[src/assert_macros.svh]
// assertion helpers for the rtl
`ifndef ASSERT_MACROS_SVH
`define ASSERT_MACROS_SVH

// implication checked on every rising edge outside reset
`define LSM_ASSERT_IMPLY(lbl, clk, rst_n, ante, cons, msg) \
  lbl: assert property (@(posedge clk) disable iff (!rst_n) (ante) |-> (cons)) \
    else $error(msg);

// consequence checked in the cycle after the antecedent
`define LSM_ASSERT_NEXT(lbl, clk, rst_n, ante, cons, msg) \
  lbl: assert property (@(posedge clk) disable iff (!rst_n) (ante) |=> (cons)) \
    else $error(msg);

`endif

[src/lsm_pkg.sv]
package lsm_pkg;

  localparam int JOB_W  = 16;
  localparam int TIME_W = 32;
  localparam int CFG_W  = 7;

  typedef struct packed {
    logic [JOB_W-1:0] job_time;
    logic             last_job;
  } in_item_t;

  typedef struct packed {
    logic [TIME_W-1:0] start_time;
    logic [TIME_W-1:0] makespan;
    logic              set_done;
  } out_item_t;

  // what the whole row of cells does on each clock edge
  typedef enum logic [1:0] {
    OP_HOLD   = 2'd0,
    OP_INSERT = 2'd1,
    OP_SORT   = 2'd2,
    OP_CLEAR  = 2'd3
  } cell_op_t;

  typedef struct packed {
    cell_op_t          op;
    logic              phase;    // odd/even pairing of the transposition sort
    logic [TIME_W-1:0] ins_val;  // finish time being inserted
  } cell_ctl_t;

endpackage

[src/lsm_cell.sv]
// one slot of the sorted queue: key is (ineligible, finish time, processor index)
module lsm_cell #(
  parameter int CELL_ID = 0,
  parameter int IDX_W   = 6,
  parameter int NW      = 7
) (
  input  logic                      clk,
  input  logic                      rst_n,
  input  lsm_pkg::cell_ctl_t        ctl,
  input  logic [IDX_W-1:0]          ins_idx,
  input  logic [NW-1:0]             proc_n,
  input  logic [lsm_pkg::TIME_W-1:0] left_val,
  input  logic [IDX_W-1:0]          left_idx,
  input  logic [lsm_pkg::TIME_W-1:0] right_val,
  input  logic [IDX_W-1:0]          right_idx,
  input  logic                      right_lt,
  input  logic                      right_sw,
  output logic [lsm_pkg::TIME_W-1:0] val,
  output logic [IDX_W-1:0]          idx,
  output logic                      lt,
  output logic                      sw
);

  logic [lsm_pkg::TIME_W-1:0] val_r, val_nxt;
  logic [IDX_W-1:0]           idx_r, idx_nxt;
  logic                       own_inel, ins_inel, left_inel;
  logic                       self_c, lo_role;

  assign own_inel  = (NW'(idx_r) >= proc_n);
  assign ins_inel  = (NW'(ins_idx) >= proc_n);
  assign left_inel = (NW'(left_idx) >= proc_n);

  // own key below the key being inserted
  assign lt = ({own_inel, val_r, idx_r} < {ins_inel, ctl.ins_val, ins_idx});
  // own key below the left neighbor's: the pair is out of order
  assign sw = (CELL_ID > 0) &&
              ({own_inel, val_r, idx_r} < {left_inel, left_val, left_idx});

  // the head slot is popped on insert, so it always yields
  assign self_c  = (CELL_ID == 0) ? 1'b1 : lt;
  assign lo_role = (1'(CELL_ID % 2) == ctl.phase);

  always_comb begin
    val_nxt = val_r;
    idx_nxt = idx_r;
    case (ctl.op)
      lsm_pkg::OP_INSERT: begin
        if (right_lt) begin
          val_nxt = right_val;
          idx_nxt = right_idx;
        end else if (self_c) begin
          val_nxt = ctl.ins_val;
          idx_nxt = ins_idx;
        end
      end
      lsm_pkg::OP_SORT: begin
        if (lo_role) begin
          if (right_sw) begin
            val_nxt = right_val;
            idx_nxt = right_idx;
          end
        end else if (sw) begin
          val_nxt = left_val;
          idx_nxt = left_idx;
        end
      end
      lsm_pkg::OP_CLEAR: begin
        val_nxt = '0;
        idx_nxt = IDX_W'(CELL_ID);
      end
      default: begin
        val_nxt = val_r;
        idx_nxt = idx_r;
      end
    endcase
  end

  always_ff @(posedge clk) begin
    if (!rst_n) begin
      val_r <= '0;
      idx_r <= IDX_W'(CELL_ID);
    end else begin
      val_r <= val_nxt;
      idx_r <= idx_nxt;
    end
  end

  assign val = val_r;
  assign idx = idx_r;

endmodule

[config.mk]
export PLATFORM = sky130hd
export DESIGN_NAME = lsm_cell
export DESIGN_NICKNAME = d
export VERILOG_FILES = /design/src/assert_macros.svh /design/src/lsm_pkg.sv /design/src/lsm_cell.sv
export SDC_FILE = /design/constraint.sdc
export NUM_CORES = 1
export LEC_CHECK = 0
export ABC_AREA = 1
export CORE_UTILIZATION = 38
export DETAILED_ROUTE_END_ITERATION = 8
export DONT_BUFFER_PORTS = 1
export MAX_ROUTING_LAYER = met4
export PLACE_DENSITY = 0.62
export SYNTH_ARGS = -nofsm -noshare
export SYNTH_HDL_FRONTEND = slang
export SYNTH_SLANG_ARGS = --single-unit
[constraint.sdc]
create_clock -name clk -period 2.4 [get_ports clk]
set_clock_uncertainty 0.15 [all_clocks]
set_input_delay 0.12 -clock clk [delete_from_list [all_inputs] [get_ports clk]]
set_output_delay 0.12 -clock clk [all_outputs]
set_load 0.01 [all_outputs]
==> results_dict.tcl, run 1 <==
set metrics [dict create \
    gp_congestion 0.771 \
    worst_slack_ps -193 \
    synth_ff_type "dfxtp_1" \
    r2r_start "idx[5]" \
    synth_common_cells "93 x a21oi_1, 63 x inv_1, 54 x nor2_1" \
    synth-async-reset-ratio_pct 0 \
    core_mm2 0.00834 \
    antenna_found_initial 0 \
    synth_cell_types 25 \
    pin_count 168 \
    reg2reg_slack_ps 310 \
    powerDensity_mw_per_mm2 465 \
    slew_headroom_pct 53.3 \
    r2r-end "idx[5]" \
    cts_buffers 5 \
    swShare_pct 33.8 \
    cts.sinks 38 \
    p_leak_nw 2.03 \
    crit_path_start_kind "flip-flop" \
    rsz0062_at_grt "true" \
    cp_max_fo 3 \
    first_global_vias 3297 \
    grt_max_degree 77 \
    p_clk_share_pct 27.7 \
    status "finished with violations" \
    grt_pass1_wl_um 15200 \
    end_kind "output port" \
    vdd_drop_max_mv 0.200 \
    path_cells "inv_2, ha_4, o21ai_2, nand2_1, a21oi_2, o22ai_1, ha_1, nand2_2, nor2_4, nand3_2, nor2_2, a21boi_2, nor2_1, buf_4" \
    synth_edf_count 0 \
    avgViaCountPerCell 5.37 \
    post-route-drc-count 0 \
    drtIter0Drc 160 \
    netlist_instances 483 \
    tightest_slew_ps 700 \
    h-tree-depth 2 \
    ys_ff_latch 38 \
    die_y_um 95.3 \
    hold_viol 0 \
    dp_cells 570 \
    dr.pass1.iters 5 \
    die-area_mm2 0.00909 \
    slowest_delay_ps 340 \
    start_util_pct 39.7 \
    ys_seq_area_share_pct 23.0 \
    setup_viol 1 \
    critPathKind "reg2out" \
    grt_usage_pct 21.7 \
    yosys.area.top_type_share_pct 23.0 \
    clk_root_buffer_cell "clkbuf_8" \
    synthTopCellsByArea "dfxtp_1 23%, ha_1 19%, a21oi_1 14%" \
    avgSynthCellArea_um2 6.85 \
    clk_path_buf_depth 2 \
    ys_warn_count 0 \
    layout.nets 706 \
    fin_crit_sh_pct 108 \
    min_period_ps 2590 \
    report.final.slew_viol_count 0 \
    num_vias 3406 \
    place_hpwl_um 6310 \
    power_frac_seq_pct 40.1 \
    cp_slowest_cell "dfxtp_2" \
    drive_above_1_share_pct 7.18 \
    critPathRequiredTime_ps 2130 \
    grt_overflow_total 0 \
    place_ws_ps -64.4 \
    synth_area_mm2 0.00331 \
    clk_pin_slew_worst_paths_ps 80 \
    rows 33 \
    routedWlPerCell_um 15.2 \
    p_switching_mw 0.646 \
    p_comb_share_pct 32.1 \
    hp-class "in2reg" \
    cts_tree "built" \
    whs_endpoint "idx[3]" \
    clkLatencyLatePin_ps 290 \
    r2r.worst_path.cells 5 \
    fin_cells 634 \
    area_delta_synth_final_pct 24.1 \
    synth_area_leader_cell "dfxtp_1" \
    synth_nets 661 \
    drt-total-wl_um 9620 \
    power.internal_mw 1.26 \
    die_w_um 95.3 \
    maxCapViolCount 0 \
    synth_most_common_cell "a21oi_1" \
    hp-start "rst_n" \
    violations "setup timing" \
    ant_nets 0 \
    port_buffers 0 \
    hold_depth 3 \
    antenna_cells 0 \
    arrival_ps 2320 \
    fmax_mhz 386 \
]
-- layout by cell type, fill, tap and decap left out, drive strengths merged --
| cell type | n |
|---|---|
| a22oi | 39 |
| a21o | 4 |
| ha | 50 |
| conb | 1 |
| inv | 65 |
| clkbuf | 8 |
| nand3 | 5 |
| a21boi | 1 |
| nand4 | 4 |
| a21oi | 94 |
| a31oi | 1 |
| nor2 | 55 |
| nand2 | 52 |
| buf | 13 |
| dlygate4sd3 | 54 |
| and2 | 1 |
| o21ai | 42 |
| o22ai | 1 |
| o211a | 1 |
| dfxtp | 38 |
-- logic make-up (layout without fill, tap and decap cells) --
group / count (synthesis) / after routing / synth area share, %
buf+inv: 94 / 140 / 12.4
compound gates: 183 / 183 / 31.6
flops: 38 / 38 / 23.0
fa+ha+maj: 50 / 50 / 18.9
simple gates: 117 / 117 / 14.1
other cells: 1 / 1 / 0.113
-- metal layers --
layer,track usage (%),share of wire [%],vias to the layer above
met5,-,0,-
met4,4.04,0.79,0
met3,4.55,6.5,10
met2,38.5,50,116
met1,25.2,43,1540
li1,-,-,1740
-- stage by stage --
| stage | util [%] | hold WS, ps | area [µm²] | TNS [ps] | power, mW |
|---|---|---|---|---|---|
| floorplan | - | 169 | 3310 | 0 | 1.16 |
| global placement | 40.4 | 114 | 3370 | -37.1 | 1.25 |
| detailed placement | 40.4 | 118 | 3370 | -64.4 | 1.27 |
| CTS | 49.1 | 0.457 | 4090 | -209 | 1.93 |
| global route | 49.3 | 8.66 | 4110 | -358 | 2.06 |
| finish | 49.3 | 10.3 | 4110 | -193 | 1.91 |
-- flip-flops by register name, indices dropped and copies added, names as in the netlist --
signal and cells:
idx 6, val 32
-- power by group through the flow --
stage          Sequential, mW  Clock [mW]  Combinational, mW
2_1_floorplan           0.769           0              0.394
3_3_place_gp            0.777           0              0.475
3_5_place_dp            0.779           0              0.491
4_1_cts                 0.766       0.562              0.605
5_1_grt                 0.775       0.581              0.705
6_report                0.766       0.530              0.614
-- worst max-delay path by stage --
stage,from,to,depth (start not counted)
final,idx[0],lt,14
after CTS,idx[0],lt,14
after global placement,idx[0],lt,14
after global routing,idx[0],lt,14
after detailed placement,idx[0],lt,14
after floorplan,idx[0],lt,13
-- timing repair --
item / 4_1_cts / 5_1_grt
setup buffers: 1 / 0
hold endpoints to repair: 38 / 0
cloned: 0 / 0
hold buffers: 55 / 0
pin swaps: 9 / 3
gates resized for setup: 12 / 4
endpoints found under the setup margin: 1 / 1
-- final cells by class --
type,count,area [µm²]
clock buffers,8,110
fillers,845,4230
inverters,65,244
multi-input cells,351,2200
flip-flops and latches,38,763
well taps,105,131
repair buffers,67,663
-- worst max-delay path: cells and delay by family, from the launching register on --
family | cells | cell delay, ps
compound gates | 4 | 480
fa+ha+maj | 2 | 540
simple gates | 6 | 470
buf+inv | 2 | 190
flops | 1 | 340
No activity file was read; power rests on OpenSTA's default activity.
==> inputs of run 2 (changes only) <==
Clock period 2.4 ns to 2.9 ns, I/O delays scaled along.
==> results_dict.tcl, run 2 (same netlist as run 1, synthesis figures left out) <==
set metrics [dict create \
    status "completed" \
    critPathRequiredTime_ps 2610 \
    multi_input_area_mm2 0.00214 \
    end_kind "output port" \
    grt_overflow_total 0 \
    hold_viol 0 \
    grt_max_degree 77 \
    clk_root_buffer_cell "clkbuf_8" \
    cts_tree "built" \
    final_core_util_pct 46.0 \
    die_w_um 95.3 \
    finalSetupTns_ps 0 \
    register_area_um2 766 \
    avgViaCountPerCell 5.44 \
    start_util_pct 39.7 \
    core_mm2 0.00834 \
    cp_top_family "compound AO/OA/AOI/OAI gates" \
    gp_congestion 0.821 \
    min_period_ps 2720 \
    first_global_vias 3134 \
    maxCapViolCount 0 \
    area_delta_synth_final_pct 15.8 \
    clkLatencyLatePin_ps 290 \
    cts_buffers 5 \
    antenna_cells 0 \
    p_comb_share_pct 28.8 \
    num_vias 3322 \
    largest_reg_flops 32 \
    globalRouteMet1Util_pct 25.0 \
    dr.pass1.iters 4 \
    die_y_um 95.3 \
    setup_viol 0 \
    drt-total-wl_um 9380 \
    critPathKind "reg2out" \
    port_buffers 0 \
    slew_headroom_pct 53.6 \
    crit_buf_inv 1 \
    cp_common_cell "a21oi_1" \
    pin_count 168 \
    power.internal_mw 1.00 \
    rows 33 \
    die-area_mm2 0.00909 \
    rsz0062_at_grt "false" \
    p_switching_mw 0.527 \
    met2_usage_pct 36.3 \
    mostFrequentLayoutCell "a21oi_1" \
    path_cells "inv_1, ha_1, o21ai_0, nand2_1, a21oi_1, o22ai_1, ha_1, a21oi_1, o21ai_0, a21oi_1, nand3_1, nor2_1" \
    vdd_drop_max_mv 0.208 \
    grt_pass1_wl_um 14600 \
    clk_path_buf_depth 2 \
    nFillCells 856 \
    fin_crit_sh_pct 93.8 \
    finalPower_mw 1.53 \
    place_hpwl_um 6250 \
    slowest_delay_ps 370 \
    powerDensity_mw_per_mm2 399 \
    clk_pin_slew_worst_paths_ps 80 \
    grtUsageMet3_pct 4.23 \
    arrival_ps 2430 \
    top_usage_layer "met2" \
    swShare_pct 34.5 \
    power_frac_seq_pct 42.0 \
    p_leak_nw 1.90 \
    mostFrequentLayoutCells "93 x a21oi_1, 63 x inv_1, 52 x nand2_1, 52 x nor2_1, 50 x ha_1" \
    crit_path_start_kind "flip-flop" \
    h-tree-depth 2 \
    tightest_slew_ps 696 \
    fmax_mhz 367 \
    cp_max_fo 3 \
    hp-class "in2reg" \
    layout.nets 683 \
    grt_usage_pct 21.0 \
    post-route-drc-count 0 \
    routedWlPerCell_um 15.4 \
    drive_above_1_share_pct 4.35 \
    drtIter0Drc 141 \
    cp_slowest_cell "dfxtp_4" \
    cts.sinks 38 \
    p_clk_share_pct 29.2 \
    post_cts.repair.setup_buffers 0 \
    report.final.slew_viol_count 0 \
    antenna_found_initial 0 \
    ant_nets 0 \
]
==> run 2: cell count changes in the layout (fill, tap and decap cells not counted), moves of 2 or more <==
cell,before,now
buf_4,11,5
a21oi_2,2,0
ha_1,48,50
a21oi_1,91,93
dlygate4sd3_1,54,38
ha_4,2,0
==> run 2: metal layers <==
metal  wire [µm]  vias up
met5           0        -
met4          60        0
met3         649        8
met2        4530      124
met1        4140     1494
li1            -     1696
==> run 2: timing repair <==
item / CTS / global route
endpoints found under the hold margin: 38 / 0
gates resized for setup: 0 / 6
setup endpoints to repair: 0 / 1
hold buffers: 39 / 0
==> run 2: layout make-up <==
| class | instances | area share (%) |
|---|---|---|
| multi-input cells | 351 | 55.9 |
| flip-flops and latches | 38 | 20.0 |
| repair buffers | 44 | 11.4 |
| inverters | 65 | 6.36 |
| well taps | 105 | 3.43 |
| clock buffers | 8 | 2.87 |
==> run 2: final timing paths <==
kind | startpoint | to | slack (ps) | depth (start not counted)
worst max-delay path | idx[0] | lt | 180 | 12
worst max register to register | val[13] | val[13] | 1440 | 3
worst min register to register | idx[0] | idx[0] | 440 | 2
worst min-delay path | rst_n | val[16] | 30 | 3
==> run 2: through the flow <==
| stage | hold slack (ps) | cells | instance area, µm² | setup slack (ps) |
|---|---|---|---|---|
| floorplan | 194 | 483 | 3310 | 606 |
| global placement | 139 | 564 | 3310 | 402 |
| detailed placement | 142 | 564 | 3310 | 366 |
| CTS | 17.4 | 611 | 3820 | 28.3 |
| global route | 19.9 | 611 | 3830 | 14.4 |
| finish | 29.3 | 611 | 3830 | 179 |
==> run 2: power groups by stage <==
stage | clock (mW) | combinational (mW) | sequential, mW
floorplan | 0 | 0.326 | 0.636
global placement | 0 | 0.368 | 0.651
detailed placement | 0 | 0.382 | 0.653
CTS | 0.468 | 0.439 | 0.641
global route | 0.485 | 0.510 | 0.649
finish | 0.446 | 0.440 | 0.641
==> run 2: tightest hold or removal path: cells and delay by family <==
kind / cells / cell delay, ps
compound gates: 2 / 130
buf+inv: 1 / 150
